==> config.mk <==
export PLATFORM = sky130hd
export DESIGN_NAME = byterun1_row_encoder_unit
export DESIGN_NICKNAME = d
export VERILOG_FILES = /design/src/rtl/bre_pkg.sv /design/src/rtl/bre_ram.sv /design/src/rtl/bre_cmd_fifo.sv /design/src/rtl/bre_front.sv /design/src/rtl/bre_back.sv /design/src/rtl/byterun1_row_encoder_unit.sv
export SDC_FILE = /design/constraint.sdc
export NUM_CORES = 2
export LEC_CHECK = 0
export BUFFER_PORTS_ARGS = -buffer_cell sky130_fd_sc_hd__buf_2
export CORE_MARGIN = 8
export CORE_UTILIZATION = 60
export CTS_BUF_LIST = sky130_fd_sc_hd__clkbuf_4 sky130_fd_sc_hd__clkbuf_8
export DETAILED_ROUTE_END_ITERATION = 8
export PLACE_DENSITY = 0.76
export SLEW_MARGIN = 20
export SYNTH_ARGS = -nofsm -noshare
export SYNTH_HDL_FRONTEND = slang
export SYNTH_SLANG_ARGS = --single-unit
==> constraint.sdc <==
create_clock -name clk -period 16 [get_ports clk]
set_input_delay 2.4 -clock clk [delete_from_list [all_inputs] [get_ports clk]]
set_output_delay 2.4 -clock clk [all_outputs]
set_load 0.01 [all_outputs]
==> src/rtl/bre_pkg.sv <==
`default_nettype none
package bre_pkg;

  // A literal segment splits into runs once three equal bytes line up.
  localparam int MIN_RUN = 3;
  localparam int CHUNK_BYTES = 8;

  // One packet for the back end to emit.
  typedef struct packed {
    logic       is_run;
    logic [7:0] len;
    logic [7:0] value;
    logic       bank;
    logic       step_last;
    logic       row_done;
  } cmd_t;

  // Up to two packets leave the front end per transfer, oldest in c0.
  typedef struct packed {
    logic [1:0] n;
    cmd_t       c0;
    cmd_t       c1;
  } push_t;

  // Back end reports that a literal bank has been fully read out.
  typedef struct packed {
    logic valid;
    logic bank;
  } bank_clr_t;

  typedef enum logic {
    BK_IDLE,
    BK_LIT
  } bk_state_t;

endpackage
`default_nettype wire

==> src/rtl/bre_ram.sv <==
`default_nettype none
module bre_ram #(
  parameter int WIDTH = 64,
  parameter int DEPTH = 34,
  localparam int AW = (DEPTH > 1) ? $clog2(DEPTH) : 1
) (
  input  wire logic             clk,
  input  wire logic             we,
  input  wire logic [AW-1:0]    waddr,
  input  wire logic [WIDTH-1:0] wdata,
  input  wire logic             re,
  input  wire logic [AW-1:0]    raddr,
  output logic      [WIDTH-1:0] rdata
);

  logic [WIDTH-1:0] mem_r [DEPTH];
  logic [WIDTH-1:0] rdata_r;

  always_ff @(posedge clk) begin
    if (we) begin
      mem_r[waddr] <= wdata;
    end
    if (re) begin
      rdata_r <= mem_r[raddr];
    end
  end

  assign rdata = rdata_r;

endmodule
`default_nettype wire

==> src/rtl/bre_cmd_fifo.sv <==
`default_nettype none
module bre_cmd_fifo (
  input  wire logic          clk,
  input  wire logic          rst_n,
  input  wire bre_pkg::push_t push,
  input  wire logic          pop,
  output bre_pkg::cmd_t      head,
  output logic               empty,
  output logic               room2
);

  localparam int DEPTH = 4;
  localparam int PW = $clog2(DEPTH);
  localparam int CW = $clog2(DEPTH + 1);

  bre_pkg::cmd_t  mem_r [DEPTH];
  logic [PW-1:0]  wr_ptr_r, wr_ptr_nxt;
  logic [PW-1:0]  rd_ptr_r, rd_ptr_nxt;
  logic [CW-1:0]  cnt_r, cnt_nxt;
  logic [PW-1:0]  wr_ptr_p1;

  assign wr_ptr_p1 = wr_ptr_r + PW'(1);

  always_comb begin
    wr_ptr_nxt = wr_ptr_r + PW'(push.n);
    rd_ptr_nxt = pop ? rd_ptr_r + PW'(1) : rd_ptr_r;
    cnt_nxt    = cnt_r + CW'(push.n) - CW'(pop);
  end

  always_ff @(posedge clk) begin
    if (!rst_n) begin
      wr_ptr_r <= '0;
      rd_ptr_r <= '0;
      cnt_r    <= '0;
    end else begin
      wr_ptr_r <= wr_ptr_nxt;
      rd_ptr_r <= rd_ptr_nxt;
      cnt_r    <= cnt_nxt;
    end
  end

  always_ff @(posedge clk) begin
    if (push.n != 2'd0) begin
      mem_r[wr_ptr_r] <= push.c0;
    end
    if (push.n == 2'd2) begin
      mem_r[wr_ptr_p1] <= push.c1;
    end
  end

  assign head  = mem_r[rd_ptr_r];
  assign empty = (cnt_r == '0);
  assign room2 = (cnt_r <= CW'(DEPTH - 2));

endmodule
`default_nettype wire

==> src/rtl/bre_front.sv <==
`default_nettype none
module bre_front #(
  parameter int MAX_LITERAL = 128,
  parameter int MAX_RUN_LEN = 128,
  localparam int WORDS = MAX_LITERAL / 8 + 1,
  localparam int WW = (WORDS > 1) ? $clog2(WORDS) : 1,
  localparam int AW = $clog2(2 * WORDS)
) (
  input  wire logic              clk,
  input  wire logic              rst_n,
  input  wire logic              in_valid,
  output logic                   in_ready,
  input  wire logic [7:0]        in_data_byte,
  input  wire logic              in_row_last,
  input  wire logic              room2,
  output bre_pkg::push_t         push,
  input  wire bre_pkg::bank_clr_t clr,
  output logic                   wr_en,
  output logic [AW-1:0]          wr_addr,
  output logic [63:0]            wr_data
);

  logic        run_r, run_nxt;
  logic        started_r, started_nxt;
  logic [7:0]  cnt_r, cnt_nxt;
  logic [7:0]  rs_r, rs_nxt;
  logic [7:0]  prev_r, prev_nxt;
  logic        bank_r, bank_nxt;
  logic [1:0]  busy_r, busy_nxt;
  logic [63:0] asm_r, asm_nxt;

  logic          accept;
  logic [8:0]    c1;
  logic [7:0]    w_idx;
  logic          w_bank;
  logic          take0, take1;
  bre_pkg::cmd_t cmd0, cmd1;
  logic [1:0]    busy_set;

  assign accept = in_valid && in_ready;
  assign c1     = {1'b0, cnt_r} + 9'd1;

  // A full literal segment writes its next byte into the other bank, so that
  // bank must be free as well.
  assign in_ready = room2 && !busy_r[bank_r] &&
                    !(started_r && !run_r && (cnt_r == 8'(MAX_LITERAL)) && busy_r[!bank_r]);

  always_comb begin
    run_nxt     = run_r;
    started_nxt = started_r;
    cnt_nxt     = cnt_r;
    rs_nxt      = rs_r;
    prev_nxt    = prev_r;
    bank_nxt    = bank_r;
    wr_en       = 1'b0;
    w_idx       = cnt_r;
    w_bank      = bank_r;
    take0       = 1'b0;
    take1       = 1'b0;
    cmd0        = '0;
    cmd1        = '0;
    if (accept) begin
      prev_nxt = in_data_byte;
      if (!started_r) begin
        wr_en       = 1'b1;
        w_idx       = 8'd0;
        cnt_nxt     = 8'd1;
        rs_nxt      = 8'd0;
        run_nxt     = 1'b0;
        started_nxt = 1'b1;
      end else if (!run_r) begin
        wr_en = 1'b1;
        if (c1 > 9'(MAX_LITERAL)) begin
          take0      = 1'b1;
          cmd0.len   = cnt_r;
          cmd0.bank  = bank_r;
          bank_nxt   = !bank_r;
          w_bank     = !bank_r;
          w_idx      = 8'd0;
          cnt_nxt    = 8'd1;
          rs_nxt     = 8'd0;
        end else if (in_data_byte == prev_r) begin
          if ((c1 - {1'b0, rs_r}) >= 9'(bre_pkg::MIN_RUN)) begin
            if (rs_r != 8'd0) begin
              take0     = 1'b1;
              cmd0.len  = rs_r;
              cmd0.bank = bank_r;
              bank_nxt  = !bank_r;
            end
            cnt_nxt = 8'(c1 - {1'b0, rs_r});
            rs_nxt  = 8'd0;
            run_nxt = 1'b1;
          end else if (rs_r == 8'd0) begin
            run_nxt = 1'b1;
            cnt_nxt = 8'(c1);
          end else begin
            cnt_nxt = 8'(c1);
          end
        end else begin
          rs_nxt  = cnt_r;
          cnt_nxt = 8'(c1);
        end
      end else begin
        if ((in_data_byte != prev_r) || (c1 > 9'(MAX_RUN_LEN))) begin
          take0       = 1'b1;
          cmd0.is_run = 1'b1;
          cmd0.len    = cnt_r;
          cmd0.value  = prev_r;
          wr_en       = 1'b1;
          w_idx       = 8'd0;
          cnt_nxt     = 8'd1;
          rs_nxt      = 8'd0;
          run_nxt     = 1'b0;
        end else begin
          cnt_nxt = 8'(c1);
        end
      end

      if (in_row_last) begin
        take1       = 1'b1;
        cmd1.is_run = run_nxt;
        cmd1.len    = cnt_nxt;
        cmd1.value  = in_data_byte;
        cmd1.bank   = bank_nxt;
        if (!run_nxt) begin
          bank_nxt = !bank_nxt;
        end
        started_nxt = 1'b0;
        run_nxt     = 1'b0;
        cnt_nxt     = 8'd0;
        rs_nxt      = 8'd0;
      end

      if (take1) begin
        cmd1.step_last = 1'b1;
        cmd1.row_done  = 1'b1;
      end else begin
        cmd0.step_last = 1'b1;
      end
    end
  end

  always_comb begin
    push = '0;
    if (take0 && take1) begin
      push.n  = 2'd2;
      push.c0 = cmd0;
      push.c1 = cmd1;
    end else if (take1) begin
      push.n  = 2'd1;
      push.c0 = cmd1;
    end else if (take0) begin
      push.n  = 2'd1;
      push.c0 = cmd0;
    end
  end

  always_comb begin
    busy_set = 2'b00;
    if (take0 && !cmd0.is_run) begin
      busy_set[cmd0.bank] = 1'b1;
    end
    if (take1 && !cmd1.is_run) begin
      busy_set[cmd1.bank] = 1'b1;
    end
    busy_nxt = busy_r;
    if (clr.valid) begin
      busy_nxt[clr.bank] = 1'b0;
    end
    busy_nxt = busy_nxt | busy_set;
  end

  // The word being filled is kept here so that every byte write stores a
  // whole word; a segment always starts at byte zero.
  always_comb begin
    for (int i = 0; i < bre_pkg::CHUNK_BYTES; i++) begin
      if (w_idx[2:0] == 3'(i)) begin
        asm_nxt[8*i +: 8] = in_data_byte;
      end else if (w_idx[2:0] == 3'd0) begin
        asm_nxt[8*i +: 8] = 8'h00;
      end else begin
        asm_nxt[8*i +: 8] = asm_r[8*i +: 8];
      end
    end
  end

  assign wr_data = asm_nxt;
  assign wr_addr = AW'(w_idx[WW+2:3]) + (w_bank ? AW'(WORDS) : AW'(0));

  always_ff @(posedge clk) begin
    if (!rst_n) begin
      run_r     <= 1'b0;
      started_r <= 1'b0;
      cnt_r     <= 8'd0;
      rs_r      <= 8'd0;
      prev_r    <= 8'd0;
      bank_r    <= 1'b0;
      busy_r    <= 2'b00;
    end else begin
      run_r     <= run_nxt;
      started_r <= started_nxt;
      cnt_r     <= cnt_nxt;
      rs_r      <= rs_nxt;
      prev_r    <= prev_nxt;
      bank_r    <= bank_nxt;
      busy_r    <= busy_nxt;
    end
  end

  always_ff @(posedge clk) begin
    if (wr_en) begin
      asm_r <= asm_nxt;
    end
  end

endmodule
`default_nettype wire

==> src/rtl/bre_back.sv <==
`default_nettype none
module bre_back #(
  parameter int MAX_LITERAL = 128,
  localparam int WORDS = MAX_LITERAL / 8 + 1,
  localparam int WW = (WORDS > 1) ? $clog2(WORDS) : 1,
  localparam int AW = $clog2(2 * WORDS)
) (
  input  wire logic          clk,
  input  wire logic          rst_n,
  input  wire bre_pkg::cmd_t head,
  input  wire logic          empty,
  output logic               pop,
  output logic               rd_en,
  output logic [AW-1:0]      rd_addr,
  input  wire logic [63:0]   rd_data,
  output bre_pkg::bank_clr_t clr,
  output logic               out_valid,
  input  wire logic          out_ready,
  output logic [63:0]        out_bytes,
  output logic [3:0]         out_byte_count,
  output logic               out_step_last,
  output logic               out_row_done
);

  bre_pkg::bk_state_t st_r, st_nxt;
  bre_pkg::cmd_t      cmd_r, cmd_nxt;
  logic [8:0]         rem_r, rem_nxt;
  logic [WW-1:0]      word_r, word_nxt;
  logic [7:0]         carry_r, carry_nxt;
  logic               first_r, first_nxt;

  logic        ov_r, ov_nxt;
  logic [63:0] ob_r;
  logic [3:0]  oc_r;
  logic        osl_r, ord_r;

  logic        slot_free;
  logic        ld;
  logic [63:0] ld_bytes;
  logic [3:0]  ld_cnt;
  logic        ld_sl, ld_rd;
  logic [WW-1:0] rd_word;
  logic        rd_bank;
  logic        chunk_last;
  logic [63:0] raw;
  logic [7:0]  lit_hdr, run_hdr;

  assign slot_free  = !ov_r || out_ready;
  assign chunk_last = (rem_r <= 9'(bre_pkg::CHUNK_BYTES));
  assign lit_hdr    = cmd_r.len - 8'd1;
  assign run_hdr    = 8'(9'd257 - {1'b0, head.len});
  // Chunk k carries the last byte of word k-1 and the first seven of word k.
  assign raw        = {rd_data[55:0], (first_r ? lit_hdr : carry_r)};

  always_comb begin
    st_nxt = st_r;
    unique case (st_r)
      bre_pkg::BK_IDLE: begin
        if (!empty && !head.is_run) begin
          st_nxt = bre_pkg::BK_LIT;
        end
      end
      bre_pkg::BK_LIT: begin
        if (slot_free && chunk_last) begin
          st_nxt = bre_pkg::BK_IDLE;
        end
      end
      default: st_nxt = bre_pkg::BK_IDLE;
    endcase
  end

  always_comb begin
    pop       = 1'b0;
    rd_en     = 1'b0;
    rd_word   = '0;
    rd_bank   = head.bank;
    ld        = 1'b0;
    ld_bytes  = '0;
    ld_cnt    = 4'd0;
    ld_sl     = 1'b0;
    ld_rd     = 1'b0;
    clr       = '0;
    cmd_nxt   = cmd_r;
    rem_nxt   = rem_r;
    word_nxt  = word_r;
    carry_nxt = carry_r;
    first_nxt = first_r;
    unique case (st_r)
      bre_pkg::BK_IDLE: begin
        if (!empty) begin
          if (head.is_run) begin
            if (slot_free) begin
              pop      = 1'b1;
              ld       = 1'b1;
              ld_bytes = {48'h0, head.value, run_hdr};
              ld_cnt   = 4'd2;
              ld_sl    = head.step_last;
              ld_rd    = head.row_done;
            end
          end else begin
            pop       = 1'b1;
            rd_en     = 1'b1;
            rd_word   = '0;
            rd_bank   = head.bank;
            cmd_nxt   = head;
            rem_nxt   = {1'b0, head.len} + 9'd1;
            word_nxt  = '0;
            first_nxt = 1'b1;
          end
        end
      end
      bre_pkg::BK_LIT: begin
        rd_bank = cmd_r.bank;
        if (slot_free) begin
          ld     = 1'b1;
          ld_cnt = chunk_last ? rem_r[3:0] : 4'(bre_pkg::CHUNK_BYTES);
          for (int i = 0; i < bre_pkg::CHUNK_BYTES; i++) begin
            ld_bytes[8*i +: 8] = (4'(i) < ld_cnt) ? raw[8*i +: 8] : 8'h00;
          end
          if (chunk_last) begin
            ld_sl     = cmd_r.step_last;
            ld_rd     = cmd_r.row_done;
            clr.valid = 1'b1;
            clr.bank  = cmd_r.bank;
          end else begin
            rd_en     = 1'b1;
            rd_word   = word_r + WW'(1);
            word_nxt  = word_r + WW'(1);
            rem_nxt   = rem_r - 9'(bre_pkg::CHUNK_BYTES);
            first_nxt = 1'b0;
            carry_nxt = rd_data[63:56];
          end
        end
      end
      default: begin
      end
    endcase
  end

  assign rd_addr = AW'(rd_word) + (rd_bank ? AW'(WORDS) : AW'(0));
  assign ov_nxt  = ld ? 1'b1 : (out_ready ? 1'b0 : ov_r);

  always_ff @(posedge clk) begin
    if (!rst_n) begin
      st_r <= bre_pkg::BK_IDLE;
      ov_r <= 1'b0;
    end else begin
      st_r <= st_nxt;
      ov_r <= ov_nxt;
    end
  end

  always_ff @(posedge clk) begin
    cmd_r   <= cmd_nxt;
    rem_r   <= rem_nxt;
    word_r  <= word_nxt;
    carry_r <= carry_nxt;
    first_r <= first_nxt;
    if (ld) begin
      ob_r  <= ld_bytes;
      oc_r  <= ld_cnt;
      osl_r <= ld_sl;
      ord_r <= ld_rd;
    end
  end

  assign out_valid      = ov_r;
  assign out_bytes      = ob_r;
  assign out_byte_count = oc_r;
  assign out_step_last  = osl_r;
  assign out_row_done   = ord_r;

endmodule
`default_nettype wire

==> src/rtl/byterun1_row_encoder_unit.sv <==
// ByteRun1 (PackBits) row encoder.
// Input channel: one row byte per transfer on in_valid/in_ready, with
// in_row_last set on the final byte of the row, which flushes the pending
// packet. Output channel: results of up to eight stream bytes (first byte in
// bits 7..0, unused bytes zero) on out_valid/out_ready; out_step_last marks
// the last result caused by an input byte and out_row_done the row's last.
// The front end takes one byte per cycle and queues up to two packets per
// byte in a four-entry queue; literal bytes go to one of two RAM banks.
// The back end sends a run packet as one result and a literal packet of n
// bytes as ceil((n+1)/8) results, one result per cycle after a RAM read.
// A run result is registered in the queue and the result register; a literal
// waits on a RAM read too. Input stalls when the queue lacks room for two
// packets or when the bank it must write is still being read out.
// Reset is synchronous; it empties the queue, drops any pending result and
// starts a new row. No clearing pass is needed. A stalled receiver holds the
// result register, then the back end, queue and finally the input.
`default_nettype none
module byterun1_row_encoder_unit #(
  parameter int MAX_LITERAL = 128,
  parameter int MAX_RUN_LEN = 128
) (
  input  wire logic        clk,
  input  wire logic        rst_n,
  input  wire logic        in_valid,
  output logic             in_ready,
  input  wire logic [7:0]  in_data_byte,
  input  wire logic        in_row_last,
  output logic             out_valid,
  input  wire logic        out_ready,
  output logic [63:0]      out_bytes,
  output logic [3:0]       out_byte_count,
  output logic             out_step_last,
  output logic             out_row_done
);

  localparam int WORDS = MAX_LITERAL / 8 + 1;
  localparam int AW = $clog2(2 * WORDS);

  bre_pkg::push_t     push;
  bre_pkg::cmd_t      head;
  bre_pkg::bank_clr_t clr;
  logic               empty, room2, pop;
  logic               wr_en, rd_en;
  logic [AW-1:0]      wr_addr, rd_addr;
  logic [63:0]        wr_data, rd_data;

  bre_front #(
    .MAX_LITERAL (MAX_LITERAL),
    .MAX_RUN_LEN (MAX_RUN_LEN)
  ) u_front (
    .clk          (clk),
    .rst_n        (rst_n),
    .in_valid     (in_valid),
    .in_ready     (in_ready),
    .in_data_byte (in_data_byte),
    .in_row_last  (in_row_last),
    .room2        (room2),
    .push         (push),
    .clr          (clr),
    .wr_en        (wr_en),
    .wr_addr      (wr_addr),
    .wr_data      (wr_data)
  );

  bre_cmd_fifo u_fifo (
    .clk   (clk),
    .rst_n (rst_n),
    .push  (push),
    .pop   (pop),
    .head  (head),
    .empty (empty),
    .room2 (room2)
  );

  bre_ram #(
    .WIDTH (64),
    .DEPTH (2 * WORDS)
  ) u_ram (
    .clk   (clk),
    .we    (wr_en),
    .waddr (wr_addr),
    .wdata (wr_data),
    .re    (rd_en),
    .raddr (rd_addr),
    .rdata (rd_data)
  );

  bre_back #(
    .MAX_LITERAL (MAX_LITERAL)
  ) u_back (
    .clk            (clk),
    .rst_n          (rst_n),
    .head           (head),
    .empty          (empty),
    .pop            (pop),
    .rd_en          (rd_en),
    .rd_addr        (rd_addr),
    .rd_data        (rd_data),
    .clr            (clr),
    .out_valid      (out_valid),
    .out_ready      (out_ready),
    .out_bytes      (out_bytes),
    .out_byte_count (out_byte_count),
    .out_step_last  (out_step_last),
    .out_row_done   (out_row_done)
  );

endmodule
`default_nettype wire

==> results.ini <==
[outcome]
status=finished, final reports clean

[die]
core_area_mm2=0.165
dieWidth_um=423
io_pins=85
fp-row-count=149
die_h_um=423
initial_core_util=0.603
die-area_mm2=0.179

[synth]
syn_nets=4773
yosysTopAreaCell=edfxtp_1
synth.most_common_cell=edfxtp_1
avgSynthCellArea_um2=21.0
ys_seq_area_frac=0.760
ys.flop_type=edfxtp_1
synth_area_leaders=edfxtp_1 (75%), mux4_2 (15%), a21oi_1 (0.82%)
netlist_area_mm2=0.0994
synth_cells=4728
synth_edf_count=2488
synthTopCellsByCount=edfxtp_1 (2488), mux4_2 (660), clkbuf_1 (203)
synth.ff_latch_count=2528
yosysWarnings=0
async_flop_share=0
synth_top_area_share=0.752
yosys.cell_types.count=77

[clock_network]
tritoncts=done
clock_path_buffers=4
numCtsBuffers=395
cts_resized=0
cts_setup_buffers=0
postCtsHoldBufs=0
clock-sinks=2528
clock_latency_ns=1.09
path_clk_slew_ns=0.06
htreeDepth=5
cts-root-buf=clkbuf_8

[timing]
finalWorstSetupSlack_ns=8.16
fin_crit_ns=7.84
final_max_slew_viol_count=0
fin_skew_ns=0.0841
relSlewSlack=0.216
setup_violations=0
rsz0062_at_grt=no
fin_tns_setup_ns=0
tightest_slew_ns=1.18
holdWs_ns=0.417
fin_crit_sh=0.490
hold_viol=0
timing.fmax_mhz=128

[critical_path]
cp-end-kind=register
arrival_ns=8.50
crit_chain=buf_4 -> inv_1 -> ha_1 -> nor3b_1 -> o2111ai_1 -> and2_1 -> buf_4 -> and2_4 -> buf_4 -> nor2b_1 -> ha_1 -> ha_1 -> nand2_1 -> xnor2_1 -> o22ai_1 -> nand2_1 -> nor2_4 -> buf_4 -> buf_4
max_stage_delay_ns=0.81
cp_max_fo=43
crit_top_cell=buf_4
crit_type=reg -> reg
start_kind=register
critPathRequiredTime_ns=16.67
slowest_stage=nor2_4

[pwr]
powerDensity_mw_per_mm2=176
vdd_drop_max_uv=263
p_total_uw=19500
leakage_uw=0.0352

[grt]
grtUsageTotal=0.271
grt_max_degree=124
grt_overflow_total=0
top_usage_layer=met2
antenna_found_initial=13
grt_pass1_vias=51000
use_met1=0.378
grt_use_met2=0.432
grt_pass1_wl_mm=354
grtUsageMet3=0.0651

[drt]
vias_per_cell=6.75
via_count=51100
wire_per_inst_um=32.5
postRouteAntennaNets=0
drtPass1Iterations=6
drc=0
wl_mm=246
initialDrtViolationCount=7382

[layout]
fill_cells=9955
area_delta_synth_final_pct=11.4
postLayoutCoreUtil=0.672
nNetsFinal=5139
drive_above_1_share=0.300

[placement]
dpl.hpwl_mm=131
port_buffers=84
gp_congestion=0.900
post-place-ws_ns=7.50

[min_path]
hp-class=reg -> reg

[flow_run]
drv_cap=0

==> placed cells by master, fill, tap and decap left out, types with 8 or more instances in the layout <==
cell type,count
a211oi_1,65
a21boi_0,12
a21boi_1,8
a21o_1,8
a21oi_1,162
a22o_1,22
a22oi_1,32
a31oi_1,12
and2_1,58
and3_1,17
buf_2,84
buf_4,144
bufinv_16,12
clkbuf_4,121
clkbuf_8,401
clkinv_1,94
clkinv_2,37
dfxtp_1,38
diode_2,8
edfxtp_1,2488
ha_1,28
inv_1,58
mux2_2,10
mux2i_1,72
mux4_2,660
nand2_1,134
nand3_1,38
nor2_1,68
nor2_2,22
nor2_4,51
nor2b_1,100
nor3_1,19
nor3_2,10
o21ai_0,27
o22ai_1,65
xnor2_1,35
xor2_1,24
==> worst max-delay path: cells and delay by family, from the launching register on <==
| family | cells | cell delay (ns) |
|---|---|---|
| adders and majority gates | 3 | 0.83 |
| AOI/OAI and AO/OA | 2 | 0.41 |
| xor gates and xnor gates | 1 | 0.11 |
| DFF | 1 | 0.48 |
| buffers and inverters | 6 | 3.03 |
| and+or+nand+nor | 7 | 2.43 |
==> flip-flops by register name (all words and copies together), names as in the netlist, 8 cells and up, named ones only <==
| register | cells |
|---|---|
| u_ram.mem_r | 2176 |
| u_back.carry_r | 8 |
| u_front.prev_r | 8 |
| u_back.out_bytes | 64 |
| u_ram.rdata | 64 |
| u_back.cmd_r | 11 |
| u_fifo.mem_r | 80 |
| u_front.asm_r | 64 |
| u_front.rs_r | 8 |
| u_front.cnt_r | 8 |
| u_back.rem_r | 9 |
==> cell type report <==
| class | count | area, um^2 | share of cell area |
|---|---|---|---|
| flip-flops and latches | 2528 | 75500 | 0.682 |
| multi-input cells | 1876 | 23200 | 0.210 |
| clock buffers | 522 | 6430 | 0.0580 |
| well taps | 2189 | 2740 | 0.0247 |
| repair buffers | 233 | 1600 | 0.0145 |
| clock inverters | 156 | 1010 | 0.00908 |
| inverters | 60 | 225 | 0.00203 |
| diodes | 8 | 20.0 | 0.000181 |
==> report_power, final <==
group          total, uW  internal (uW)  switching (uW)
clock network       5230           2790            2440
registers           8130           7940             194
logic               6170           2890            3280
total              19500          13600            5910
==> kinds of logic after synthesis <==
family / Yosys count / share of synthesized area
AO/OA/AOI/OAI: 479 / 0.0315
flip-flops: 2528 / 0.760
adder cells (fa/ha/maj): 32 / 0.00418
XOR/XNOR: 61 / 0.00545
multiplexers: 742 / 0.158
AND/OR/NAND/NOR: 562 / 0.0281
buffers and inverters: 324 / 0.0130
==> metrics by stage <==
step                cells  cell area, um^2
floorplan            4728            99400
global placement     6886           103000
detailed placement   6886           103000
CTS                  7564           111000
global route         7567           111000
finish               7572           111000
==> per-layer routing <==
layer	up-vias	routed length, um
li1	20500	-
met1	26500	90300
met2	3633	120000
met3	495	28700
met4	4	7380
met5	-	27
==> final timing paths <==
kind / slack (ns) / from / cells past startpoint / to
worst max-delay path: 8.16 / u_front.cnt_r[0]$_SDFFE_PN0P_ / 19 / u_ram.mem_r[31][38]$_DFFE_PP_
worst min-delay path: 0.42 / u_ram.rdata[62]$_DFFE_PP_ / 0 / u_back.carry_r[6]$_DFFE_PP_
worst max register to register: 8.16 / u_front.cnt_r[0]$_SDFFE_PN0P_ / 19 / u_ram.mem_r[31][38]$_DFFE_PP_
worst min register to register: 0.42 / u_ram.rdata[62]$_DFFE_PP_ / 0 / u_back.carry_r[6]$_DFFE_PP_
(Power assumes the default switching activity.)
